## config.mk

```make
export PLATFORM = sky130hd
export DESIGN_NAME = priority_table_with_promote_top
export DESIGN_NICKNAME = d
export VERILOG_FILES = /design/src/ptp_pkg.sv /design/src/ptp_ram.sv /design/src/ptp_scan.sv /design/src/priority_table_with_promote_top.sv
export SDC_FILE = /design/constraint.sdc
export NUM_CORES = 2
export LEC_CHECK = 0
export BUFFER_PORTS_ARGS = -buffer_cell sky130_fd_sc_hd__buf_4
export CAP_MARGIN = 20
export CORE_MARGIN = 2
export CORE_UTILIZATION = 65
export CTS_BUF_LIST = sky130_fd_sc_hd__clkbuf_4 sky130_fd_sc_hd__clkbuf_8
export DETAILED_ROUTE_END_ITERATION = 10
export PLACE_DENSITY_LB_ADDON = 0.25
export SLEW_MARGIN = 20
export SYNTH_ARGS = -nofsm -noshare
export SYNTH_HDL_FRONTEND = slang
export SYNTH_SLANG_ARGS = --single-unit
```

## constraint.sdc

```tcl
create_clock -name clock -period 8.4 [get_ports clock]
set_clock_uncertainty 0.05 [all_clocks]
set_input_delay 1.26 -clock clock [delete_from_list [all_inputs] [get_ports clock]]
set_output_delay 1.26 -clock clock [all_outputs]
set_load 0.005 [all_outputs]
```

## src/ptp_pkg.sv

```systemverilog
// Shared constants, codes and types for the priority table with promote.
// No dependencies; ptp_scan and the top-level module refer to this package by scoped name.

package ptp_pkg;

   // Default sizing handed to the top-level parameters
   localparam int CAPACITY_DEFAULT      = 64;
   localparam int ELEMENT_BITS_DEFAULT  = 32;
   localparam int PRIORITY_BITS_DEFAULT = 16;

   // Fixed field widths of the request and response ports
   localparam int ID_BITS     = 6;
   localparam int OP_BITS     = 2;
   localparam int STATUS_BITS = 2;

   // Operation codes
   localparam logic [OP_BITS-1:0] OP_ADD     = 2'd0;
   localparam logic [OP_BITS-1:0] OP_PROMOTE = 2'd1;
   localparam logic [OP_BITS-1:0] OP_POP     = 2'd2;
   localparam logic [OP_BITS-1:0] OP_QUERY   = 2'd3;

   // Status codes
   localparam logic [STATUS_BITS-1:0] STATUS_OK      = 2'd0;
   localparam logic [STATUS_BITS-1:0] STATUS_FULL    = 2'd1;
   localparam logic [STATUS_BITS-1:0] STATUS_EMPTY   = 2'd2;
   localparam logic [STATUS_BITS-1:0] STATUS_INVALID = 2'd3;

   // Status of the maximum scan unit towards the sequencer
   typedef struct packed {
      logic busy;
      logic done;
      logic found;
   } scan_status_type;

endpackage

```

## src/ptp_ram.sv

```systemverilog
// Generic simple dual-port RAM: one write port, one read port, registered read.
// No dependencies.

module ptp_ram #(
   parameter int WIDTH = 8,
   parameter int DEPTH = 64
) (
   input  logic                     clock,
   input  logic                     wr_en,
   input  logic [$clog2(DEPTH)-1:0] wr_addr,
   input  logic [WIDTH-1:0]         wr_data,
   input  logic [$clog2(DEPTH)-1:0] rd_addr,
   output logic [WIDTH-1:0]         rd_data
);

   logic [WIDTH-1:0] mem_ff [DEPTH];
   logic [WIDTH-1:0] rd_data_ff;

   // Write on enable, read every cycle
   always_ff @(posedge clock) begin
      if (wr_en) begin
         mem_ff[wr_addr] <= wr_data;
      end
      rd_data_ff <= mem_ff[rd_addr];
   end

   assign rd_data = rd_data_ff;

endmodule

```

## src/ptp_scan.sv

```systemverilog
// Maximum scan unit: walks the priority RAM over all issued ids, one read a cycle.
// Depends on ptp_pkg; the caller owns the RAM and routes scan_addr to its read port.

module ptp_scan #(
   parameter int CAPACITY      = ptp_pkg::CAPACITY_DEFAULT,
   parameter int PRIORITY_BITS = ptp_pkg::PRIORITY_BITS_DEFAULT
) (
   input  logic                             clock,
   input  logic                             reset,
   input  logic                             scan_start,
   input  logic [$clog2(CAPACITY+1)-1:0]    entry_count,
   input  logic [PRIORITY_BITS:0]           prio_rd_data,
   output logic [$clog2(CAPACITY)-1:0]      scan_addr,
   output logic [$clog2(CAPACITY)-1:0]      best_id,
   output logic [PRIORITY_BITS-1:0]         best_prio,
   output ptp_pkg::scan_status_type         scan_stat
);

   localparam int ADDR_W = $clog2(CAPACITY);
   localparam int CNT_W  = $clog2(CAPACITY + 1);

   logic                     active_ff, active_in;
   logic [CNT_W-1:0]         addr_ff, addr_in;
   logic                     pend_ff, pend_in;
   logic [ADDR_W-1:0]        pend_idx_ff, pend_idx_in;
   logic                     found_ff, found_in;
   logic [ADDR_W-1:0]        best_id_ff, best_id_in;
   logic [PRIORITY_BITS-1:0] best_prio_ff, best_prio_in;
   logic                     issue;
   logic                     done;
   logic                     rd_live;
   logic [PRIORITY_BITS-1:0] rd_prio;

   assign rd_live = prio_rd_data[PRIORITY_BITS];
   assign rd_prio = prio_rd_data[PRIORITY_BITS-1:0];
   assign issue   = active_ff && (addr_ff < entry_count);
   assign done    = active_ff && !issue && !pend_ff;

   // Issue one read a cycle, compare the data returned for the previous id
   always_comb begin
      active_in    = active_ff;
      addr_in      = addr_ff;
      pend_in      = issue;
      pend_idx_in  = addr_ff[ADDR_W-1:0];
      found_in     = found_ff;
      best_id_in   = best_id_ff;
      best_prio_in = best_prio_ff;
      if (issue) begin
         addr_in = addr_ff + CNT_W'(1);
      end
      // Ties go to the later id, as the walk runs upwards
      if (pend_ff && rd_live && (!found_ff || rd_prio >= best_prio_ff)) begin
         found_in     = 1'b1;
         best_id_in   = pend_idx_ff;
         best_prio_in = rd_prio;
      end
      if (done) begin
         active_in = 1'b0;
      end
      if (scan_start) begin
         active_in = 1'b1;
         addr_in   = '0;
         pend_in   = 1'b0;
         found_in  = 1'b0;
      end
   end

   always_ff @(posedge clock) begin
      if (reset) begin
         active_ff <= 1'b0;
         pend_ff   <= 1'b0;
         found_ff  <= 1'b0;
      end else begin
         active_ff <= active_in;
         pend_ff   <= pend_in;
         found_ff  <= found_in;
      end
      addr_ff      <= addr_in;
      pend_idx_ff  <= pend_idx_in;
      best_id_ff   <= best_id_in;
      best_prio_ff <= best_prio_in;
   end

   assign scan_addr       = addr_ff[ADDR_W-1:0];
   assign best_id         = best_id_ff;
   assign best_prio       = best_prio_ff;
   assign scan_stat.busy  = active_ff;
   assign scan_stat.done  = done;
   assign scan_stat.found = found_ff;

   // The walk never runs past the issued ids
   assert property (@(posedge clock) disable iff (reset)
      active_ff |-> addr_ff <= entry_count)
      else $error("scan address ran past the entry count");

endmodule

```

## src/priority_table_with_promote_top.sv

```systemverilog
// Priority table with promote: one request at a time.
// The response waits on a walk of the priority RAM over all issued ids; promote or query of
// an issued id reads its entry first, and the element fetch is skipped when nothing is live.
// A new request is taken in the cycle after the response is loaded, even while it waits.
// Reset clears the id count, the sequencer and the response valid; RAM contents stay.
// Depends on ptp_pkg, ptp_ram and ptp_scan.

module priority_table_with_promote_top #(
   parameter int CAPACITY      = ptp_pkg::CAPACITY_DEFAULT,
   parameter int ELEMENT_BITS  = ptp_pkg::ELEMENT_BITS_DEFAULT,
   parameter int PRIORITY_BITS = ptp_pkg::PRIORITY_BITS_DEFAULT
) (
   input  logic                            clock,
   input  logic                            reset,
   input  logic                            req_valid,
   output logic                            req_ready,
   input  logic [ptp_pkg::OP_BITS-1:0]     req_operation,
   input  logic [ptp_pkg::ID_BITS-1:0]     req_entry_id,
   input  logic [ELEMENT_BITS-1:0]         req_element_in,
   output logic                            rsp_valid,
   input  logic                            rsp_ready,
   output logic [ptp_pkg::STATUS_BITS-1:0] rsp_status,
   output logic [ptp_pkg::ID_BITS-1:0]     rsp_assigned_id,
   output logic                            rsp_id_live,
   output logic [ELEMENT_BITS-1:0]         rsp_id_element,
   output logic                            rsp_max_present,
   output logic [ptp_pkg::ID_BITS-1:0]     rsp_max_id,
   output logic [ELEMENT_BITS-1:0]         rsp_max_element,
   output logic [PRIORITY_BITS-1:0]        rsp_max_priority
);

   localparam int ADDR_W  = $clog2(CAPACITY);
   localparam int CNT_W   = $clog2(CAPACITY + 1);
   localparam int ID_W    = ptp_pkg::ID_BITS;
   localparam int PW      = PRIORITY_BITS + 1;

   localparam logic [2:0] S_IDLE  = 3'd0;
   localparam logic [2:0] S_EXEC  = 3'd1;
   localparam logic [2:0] S_CHECK = 3'd2;
   localparam logic [2:0] S_SCAN  = 3'd3;
   localparam logic [2:0] S_FETCH = 3'd4;
   localparam logic [2:0] S_DONE  = 3'd5;

   logic [2:0]                        state_ff, state_in;
   logic [ptp_pkg::OP_BITS-1:0]       op_ff, op_in;
   logic [ID_W-1:0]                   id_ff, id_in;
   logic [ELEMENT_BITS-1:0]           elem_ff, elem_in;
   logic [CNT_W-1:0]                  count_ff, count_in;
   logic [ptp_pkg::STATUS_BITS-1:0]   status_ff, status_in;
   logic [ID_W-1:0]                   assigned_ff, assigned_in;
   logic                              qlive_ff, qlive_in;
   logic [ELEMENT_BITS-1:0]           qelem_ff, qelem_in;
   logic [ELEMENT_BITS-1:0]           melem_ff, melem_in;

   logic                              rsp_valid_ff, rsp_valid_in;
   logic [ptp_pkg::STATUS_BITS-1:0]   rsp_status_ff, rsp_status_in;
   logic [ID_W-1:0]                   rsp_assigned_ff, rsp_assigned_in;
   logic                              rsp_live_ff, rsp_live_in;
   logic [ELEMENT_BITS-1:0]           rsp_qelem_ff, rsp_qelem_in;
   logic                              rsp_mpres_ff, rsp_mpres_in;
   logic [ID_W-1:0]                   rsp_mid_ff, rsp_mid_in;
   logic [ELEMENT_BITS-1:0]           rsp_melem_ff, rsp_melem_in;
   logic [PRIORITY_BITS-1:0]          rsp_mprio_ff, rsp_mprio_in;

   logic                              elem_we;
   logic [ADDR_W-1:0]                 elem_ra;
   logic [ELEMENT_BITS-1:0]           elem_rd;
   logic                              prio_we;
   logic [ADDR_W-1:0]                 prio_wa;
   logic [PW-1:0]                     prio_wd;
   logic [ADDR_W-1:0]                 prio_ra;
   logic [PW-1:0]                     prio_rd;

   logic                              scan_start;
   logic [ADDR_W-1:0]                 scan_addr;
   logic [ADDR_W-1:0]                 best_id;
   logic [PRIORITY_BITS-1:0]          best_prio;
   ptp_pkg::scan_status_type          scan_stat;

   logic [CNT_W+ID_W-1:0]             id_wide;
   logic [CNT_W+ID_W-1:0]             cnt_wide;
   logic [ADDR_W+ID_W-1:0]            id_ext;
   logic [ADDR_W+ID_W-1:0]            best_ext;
   logic [ADDR_W-1:0]                 id_addr;
   logic [ID_W-1:0]                   best_id6;
   logic                              id_valid;
   logic                              table_full;
   logic                              rsp_free;
   logic [PRIORITY_BITS-1:0]          prio_cur;
   logic [PRIORITY_BITS-1:0]          prio_inc;

   // Widen ids and the count to a common width before comparing
   assign id_wide    = {{CNT_W{1'b0}}, id_ff};
   assign cnt_wide   = {{ID_W{1'b0}}, count_ff};
   assign id_ext     = {{ADDR_W{1'b0}}, id_ff};
   assign best_ext   = {{ID_W{1'b0}}, best_id};
   assign id_addr    = id_ext[ADDR_W-1:0];
   assign best_id6   = best_ext[ID_W-1:0];
   assign id_valid   = id_wide < cnt_wide;
   assign table_full = count_ff == CNT_W'(CAPACITY);
   assign rsp_free   = !rsp_valid_ff || rsp_ready;

   // Saturating increment of the stored priority
   assign prio_cur = prio_rd[PRIORITY_BITS-1:0];
   assign prio_inc = (prio_cur == {PRIORITY_BITS{1'b1}}) ? prio_cur
                                                          : prio_cur + PRIORITY_BITS'(1);

   // Route RAM read addresses by phase
   assign elem_ra = (state_ff == S_SCAN) ? best_id : id_addr;
   assign prio_ra = (state_ff == S_EXEC) ? id_addr : scan_addr;

   // Sequencer: execute, read the entry if needed, walk for the maximum, fetch, respond
   always_comb begin
      state_in        = state_ff;
      op_in           = op_ff;
      id_in           = id_ff;
      elem_in         = elem_ff;
      count_in        = count_ff;
      status_in       = status_ff;
      assigned_in     = assigned_ff;
      qlive_in        = qlive_ff;
      qelem_in        = qelem_ff;
      melem_in        = melem_ff;
      elem_we         = 1'b0;
      prio_we         = 1'b0;
      prio_wa         = count_ff[ADDR_W-1:0];
      prio_wd         = {1'b1, {PRIORITY_BITS{1'b0}}};
      scan_start      = 1'b0;
      rsp_valid_in    = rsp_valid_ff && !rsp_ready;
      rsp_status_in   = rsp_status_ff;
      rsp_assigned_in = rsp_assigned_ff;
      rsp_live_in     = rsp_live_ff;
      rsp_qelem_in    = rsp_qelem_ff;
      rsp_mpres_in    = rsp_mpres_ff;
      rsp_mid_in      = rsp_mid_ff;
      rsp_melem_in    = rsp_melem_ff;
      rsp_mprio_in    = rsp_mprio_ff;

      unique case (state_ff)
         S_IDLE: begin
            if (req_valid) begin
               op_in    = req_operation;
               id_in    = req_entry_id;
               elem_in  = req_element_in;
               state_in = S_EXEC;
            end
         end
         S_EXEC: begin
            status_in   = ptp_pkg::STATUS_OK;
            assigned_in = '0;
            qlive_in    = 1'b0;
            qelem_in    = '0;
            unique case (op_ff)
               ptp_pkg::OP_ADD: begin
                  if (table_full) begin
                     status_in = ptp_pkg::STATUS_FULL;
                  end else begin
                     elem_we     = 1'b1;
                     prio_we     = 1'b1;
                     count_in    = count_ff + CNT_W'(1);
                     assigned_in = cnt_wide[ID_W-1:0];
                  end
                  scan_start = 1'b1;
                  state_in   = S_SCAN;
               end
               ptp_pkg::OP_POP: begin
                  scan_start = 1'b1;
                  state_in   = S_SCAN;
               end
               default: begin
                  // Promote and query read the entry first
                  if (id_valid) begin
                     state_in = S_CHECK;
                  end else begin
                     status_in  = ptp_pkg::STATUS_INVALID;
                     scan_start = 1'b1;
                     state_in   = S_SCAN;
                  end
               end
            endcase
         end
         S_CHECK: begin
            if (op_ff == ptp_pkg::OP_PROMOTE) begin
               if (prio_rd[PRIORITY_BITS]) begin
                  prio_we = 1'b1;
                  prio_wa = id_addr;
                  prio_wd = {1'b1, prio_inc};
               end else begin
                  status_in = ptp_pkg::STATUS_INVALID;
               end
            end else begin
               qlive_in = prio_rd[PRIORITY_BITS];
               qelem_in = elem_rd;
            end
            scan_start = 1'b1;
            state_in   = S_SCAN;
         end
         S_SCAN: begin
            if (scan_stat.done) begin
               if (scan_stat.found) begin
                  state_in = S_FETCH;
               end else begin
                  if (op_ff == ptp_pkg::OP_POP) begin
                     status_in = ptp_pkg::STATUS_EMPTY;
                  end
                  state_in = S_DONE;
               end
            end
         end
         S_FETCH: begin
            melem_in = elem_rd;
            // Pop drops the live mark, keeps the priority
            if (op_ff == ptp_pkg::OP_POP) begin
               prio_we = 1'b1;
               prio_wa = best_id;
               prio_wd = {1'b0, best_prio};
            end
            state_in = S_DONE;
         end
         S_DONE: begin
            if (rsp_free) begin
               rsp_valid_in    = 1'b1;
               rsp_status_in   = status_ff;
               rsp_assigned_in = assigned_ff;
               rsp_live_in     = qlive_ff;
               rsp_qelem_in    = qelem_ff;
               rsp_mpres_in    = scan_stat.found;
               rsp_mid_in      = scan_stat.found ? best_id6 : '0;
               rsp_melem_in    = scan_stat.found ? melem_ff : '0;
               rsp_mprio_in    = scan_stat.found ? best_prio : '0;
               state_in        = S_IDLE;
            end
         end
         default: begin
            state_in = S_IDLE;
         end
      endcase
   end

   always_ff @(posedge clock) begin
      if (reset) begin
         state_ff     <= S_IDLE;
         count_ff     <= '0;
         rsp_valid_ff <= 1'b0;
      end else begin
         state_ff     <= state_in;
         count_ff     <= count_in;
         rsp_valid_ff <= rsp_valid_in;
      end
      op_ff           <= op_in;
      id_ff           <= id_in;
      elem_ff         <= elem_in;
      status_ff       <= status_in;
      assigned_ff     <= assigned_in;
      qlive_ff        <= qlive_in;
      qelem_ff        <= qelem_in;
      melem_ff        <= melem_in;
      rsp_status_ff   <= rsp_status_in;
      rsp_assigned_ff <= rsp_assigned_in;
      rsp_live_ff     <= rsp_live_in;
      rsp_qelem_ff    <= rsp_qelem_in;
      rsp_mpres_ff    <= rsp_mpres_in;
      rsp_mid_ff      <= rsp_mid_in;
      rsp_melem_ff    <= rsp_melem_in;
      rsp_mprio_ff    <= rsp_mprio_in;
   end

   // Element words
   ptp_ram #(
      .WIDTH (ELEMENT_BITS),
      .DEPTH (CAPACITY)
   ) u_elem_ram (
      .clock   (clock),
      .wr_en   (elem_we),
      .wr_addr (count_ff[ADDR_W-1:0]),
      .wr_data (elem_ff),
      .rd_addr (elem_ra),
      .rd_data (elem_rd)
   );

   // Live mark on top of the priority
   ptp_ram #(
      .WIDTH (PW),
      .DEPTH (CAPACITY)
   ) u_prio_ram (
      .clock   (clock),
      .wr_en   (prio_we),
      .wr_addr (prio_wa),
      .wr_data (prio_wd),
      .rd_addr (prio_ra),
      .rd_data (prio_rd)
   );

   ptp_scan #(
      .CAPACITY      (CAPACITY),
      .PRIORITY_BITS (PRIORITY_BITS)
   ) u_scan (
      .clock        (clock),
      .reset        (reset),
      .scan_start   (scan_start),
      .entry_count  (count_ff),
      .prio_rd_data (prio_rd),
      .scan_addr    (scan_addr),
      .best_id      (best_id),
      .best_prio    (best_prio),
      .scan_stat    (scan_stat)
   );

   assign req_ready        = state_ff == S_IDLE;
   assign rsp_valid        = rsp_valid_ff;
   assign rsp_status       = rsp_status_ff;
   assign rsp_assigned_id  = rsp_assigned_ff;
   assign rsp_id_live      = rsp_live_ff;
   assign rsp_id_element   = rsp_qelem_ff;
   assign rsp_max_present  = rsp_mpres_ff;
   assign rsp_max_id       = rsp_mid_ff;
   assign rsp_max_element  = rsp_melem_ff;
   assign rsp_max_priority = rsp_mprio_ff;

   // The id count never passes the table size
   assert property (@(posedge clock) disable iff (reset)
      count_ff <= CNT_W'(CAPACITY))
      else $error("id count exceeds capacity");

   // No priority write while the walk reads the RAM
   assert property (@(posedge clock) disable iff (reset)
      !(prio_we && scan_stat.busy))
      else $error("priority write during maximum scan");

   // The walk only completes while the sequencer waits for it
   assert property (@(posedge clock) disable iff (reset)
      scan_stat.done |-> state_ff == S_SCAN)
      else $error("scan completed outside the scan phase");

   // An empty pop never reports a maximum
   assert property (@(posedge clock) disable iff (reset)
      (rsp_valid_ff && rsp_status_ff == ptp_pkg::STATUS_EMPTY) |-> !rsp_mpres_ff)
      else $error("empty pop reports a maximum");

endmodule
```

==> impl_metrics.json <==
{
  "outcome": "finished clean",
  "clockRootBuffer": "clkbuf_8",
  "clk_latency_ns": 1.12,
  "clock_path_buffers": 4,
  "powerDensity_nw_per_um2": 250.1,
  "ys_ff_latch": 3443,
  "htree_levels": 6,
  "core_um2": 199900,
  "ys_types": 61,
  "finalMaxSlewViolations": 0,
  "yosysMostFrequentCell": "edfxtp_1",
  "cts_tree": "yes",
  "tns_ns": 0,
  "grt_use_total_pct": 34.56,
  "ios": 142,
  "yosys_warnings": 0,
  "critPathMaxFanout": 105,
  "netlist_top_cells_area": "edfxtp_1 77%, mux2i_1 12%, o22ai_1 3.8%",
  "overflow": 0,
  "path_clk_slew_ns": 0.06,
  "dieArea_um2": 204700,
  "die_w_um": 452.5,
  "async_reset_ff_share_pct": 0,
  "rows": 164,
  "fmax_ghz": 0.1955,
  "cts_buffers": 547,
  "seq_area_um2": 102600,
  "slew_headroom_pct": 22.33,
  "antenna_found_initial": 22,
  "grt_pass1_vias": 71130,
  "start_util_pct": 65.42,
  "cp.arrival_ns": 5.91,
  "ant_nets": 0,
  "synth_edf_count": 3367,
  "drive_above_1_share_pct": 18.61,
  "drtIter0Drc": 10680,
  "grt_max_degree": 115,
  "rsz0062_at_grt": "no",
  "cp-start-kind": "flop",
  "synth_top_area_share_pct": 77.33,
  "syn_nets": 7115,
  "vias": 72350,
  "ys.flop_type": "edfxtp_1",
  "place.port_buffers": 141,
  "firstDrtPassIters": 6,
  "setup_viol": 0,
  "worst_pin_slew_ns": 1.155,
  "avgSynthCellArea_um2": 18.57,
  "fin_util_pct": 73.92,
  "wl_per_cell_um": 33.44,
  "post_cts_resized": 0,
  "clkSinkCount": 3443,
  "hpwl_um": 197900,
  "leakage_nw": 52.27,
  "drc": 0,
  "synth.top_cells.by_count": "3367 x edfxtp_1, 1580 x mux2i_1, 794 x o22ai_1",
  "cts_setup_buffers": 0,
  "multiInputGateArea_um2": 27590,
  "nFillCells": 11310,
  "gp_congestion": 0.8893,
  "endpoint_kind": "flop",
  "fp.dieH_um": 452.5,
  "maxCapViolCount": 0,
  "finalWirelength_um": 358000,
  "avgViaCountPerCell": 6.758,
  "peakVddDrop_uv": 184.0,
  "period_minus_slack_ns": 5.114,
  "netlist_area_um2": 130700,
  "hold_viol": 0,
  "syn_inst": 7040,
  "areaGrowthSynthToFinish_pct": 13.00,
  "yosysSeqAreaShare_pct": 78.50,
  "hold_class": "input port to flop",
  "nets": 7722,
  "synth_top_area_cell": "edfxtp_1",
  "worstSetupPathType": "flop to flop",
  "finalCritPeriodShare_pct": 60.88,
  "worstPathRequired_ns": 9.20,
  "postCtsHoldBufs": 0,
  "grt_pass1_wl_um": 500400
}
## worst max-delay path: stages, from the launching register on
cell and delay (ns):
dfxtp_1 0.57, nand3b_1 0.16, buf_4 0.27, mux2i_4 0.88, buf_12 0.35, buf_12 0.58, mux2i_1 0.27, o22ai_1 0.11
o41ai_1 0.95, nand4_1 0.46
## stage by stage
step	setup slack, ns	hold slack [ns]	cells	cell area (µm²)	power (mW)
2_1_floorplan	2.658	0.3355	7040	130700	21.84
3_3_place_gp	2.697	0.3388	9752	137200	23.36
3_5_place_dp	3.209	0.3387	9753	137300	23.46
4_1_cts	3.222	0.2107	10690	147700	36.93
5_1_grt	3.211	0.2487	10700	147700	37.87
6_report	3.286	0.2795	10710	147700	36.95
## cells by family (layout without fill, tap and decap cells)
| family | after synthesis | count (layout) | share of synthesized area [%] |
|---|---|---|---|
| other | 0 | 13 | 0 |
| and+or+nand+nor | 472 | 472 | 1.866 |
| DFF | 3443 | 3443 | 78.50 |
| adders and majority gates | 31 | 31 | 0.2967 |
| AOI/OAI and AO/OA | 1064 | 1064 | 5.591 |
| xor gates and xnor gates | 22 | 22 | 0.1474 |
| buffers and inverters | 424 | 1421 | 1.471 |
| muxes | 1584 | 1584 | 12.13 |
## power by group
part / total [mW] / internal, mW / switching (mW)
clock network: 13.8 / 7.44 / 6.31
logic: 3.64 / 1.18 / 2.46
registers: 19.6 / 19.2 / 0.332
## final cells by class
| type | count | share of cell area (%) |
|---|---|---|
| flip-flops and latches | 3443 | 69.47 |
| multi-input cells | 3173 | 18.67 |
| clock buffers | 765 | 6.352 |
| repair buffers | 450 | 2.465 |
| well taps | 2656 | 2.249 |
| clock inverters | 174 | 0.6877 |
| inverters | 32 | 0.08384 |
| diodes | 13 | 0.02202 |
## metal layers
metal / global-route usage (%) / vias to the layer above / share of wire [%]
li1: - / 29990 / -
met1: 43.13 / 36560 / 34
met2: 55.63 / 4863 / 49
met3: 7.622 / 928 / 11
met4: 21.39 / 10 / 6.7
met5: 0 / - / 0.030
## worst paths after layout
path	startpoint	to	slack (ns)	cells after the start
min	req_element_in[1]	elem_ff[1]	0.28	1
max	state_ff[2]	u_elem_ram.rd_data[22]	3.29	9
min reg2reg	u_scan.pend_idx_ff[5]	u_scan.best_id[5]	0.35	0
max reg2reg	state_ff[2]	u_elem_ram.rd_data[22]	3.29	9
## flip-flops by register name (all words and copies together) (netlist names), 6 cells and up
name                count
rsp_assigned_id         6
u_elem_ram.rd_data     32
u_prio_ram.rd_data     17
u_prio_ram.mem_ff    1088
rsp_max_priority       16
qelem_ff               32
u_elem_ram.mem_ff    2048
u_scan.best_id          6
u_scan.pend_idx_ff      6
count_ff                7
id_addr                 6
rsp_max_element        32
assigned_ff             6
elem_ff                32
u_scan.best_prio       16
rsp_id_element         32
u_scan.addr_ff          7
rsp_max_id              6
melem_ff               32
## layout by cell type (no fill, tap or decap), drive strengths merged, types with 3 or more instances in the layout
cell      instances
clkinv          144
and3             12
bufinv            8
nand3            34
a21o              8
a22oi             3
nand4            38
xnor2            12
buf             450
clkbuf          765
a221o             5
ha               31
o21ai            16
a21oi            17
nor2b             9
nand2b           19
xor2             10
clkinvlp         19
nor4             20
and2             96
inv              35
o31ai             3
mux2i          1580
or3               3
nor3             11
dfxtp            76
nor2            158
edfxtp         3367
nand3b            9
mux2              4
o22ai           794
a31oi             6
diode            13
o2111ai          17
o41ai           179
nand2            55
Note: power is estimated with default switching activity, not from simulation.
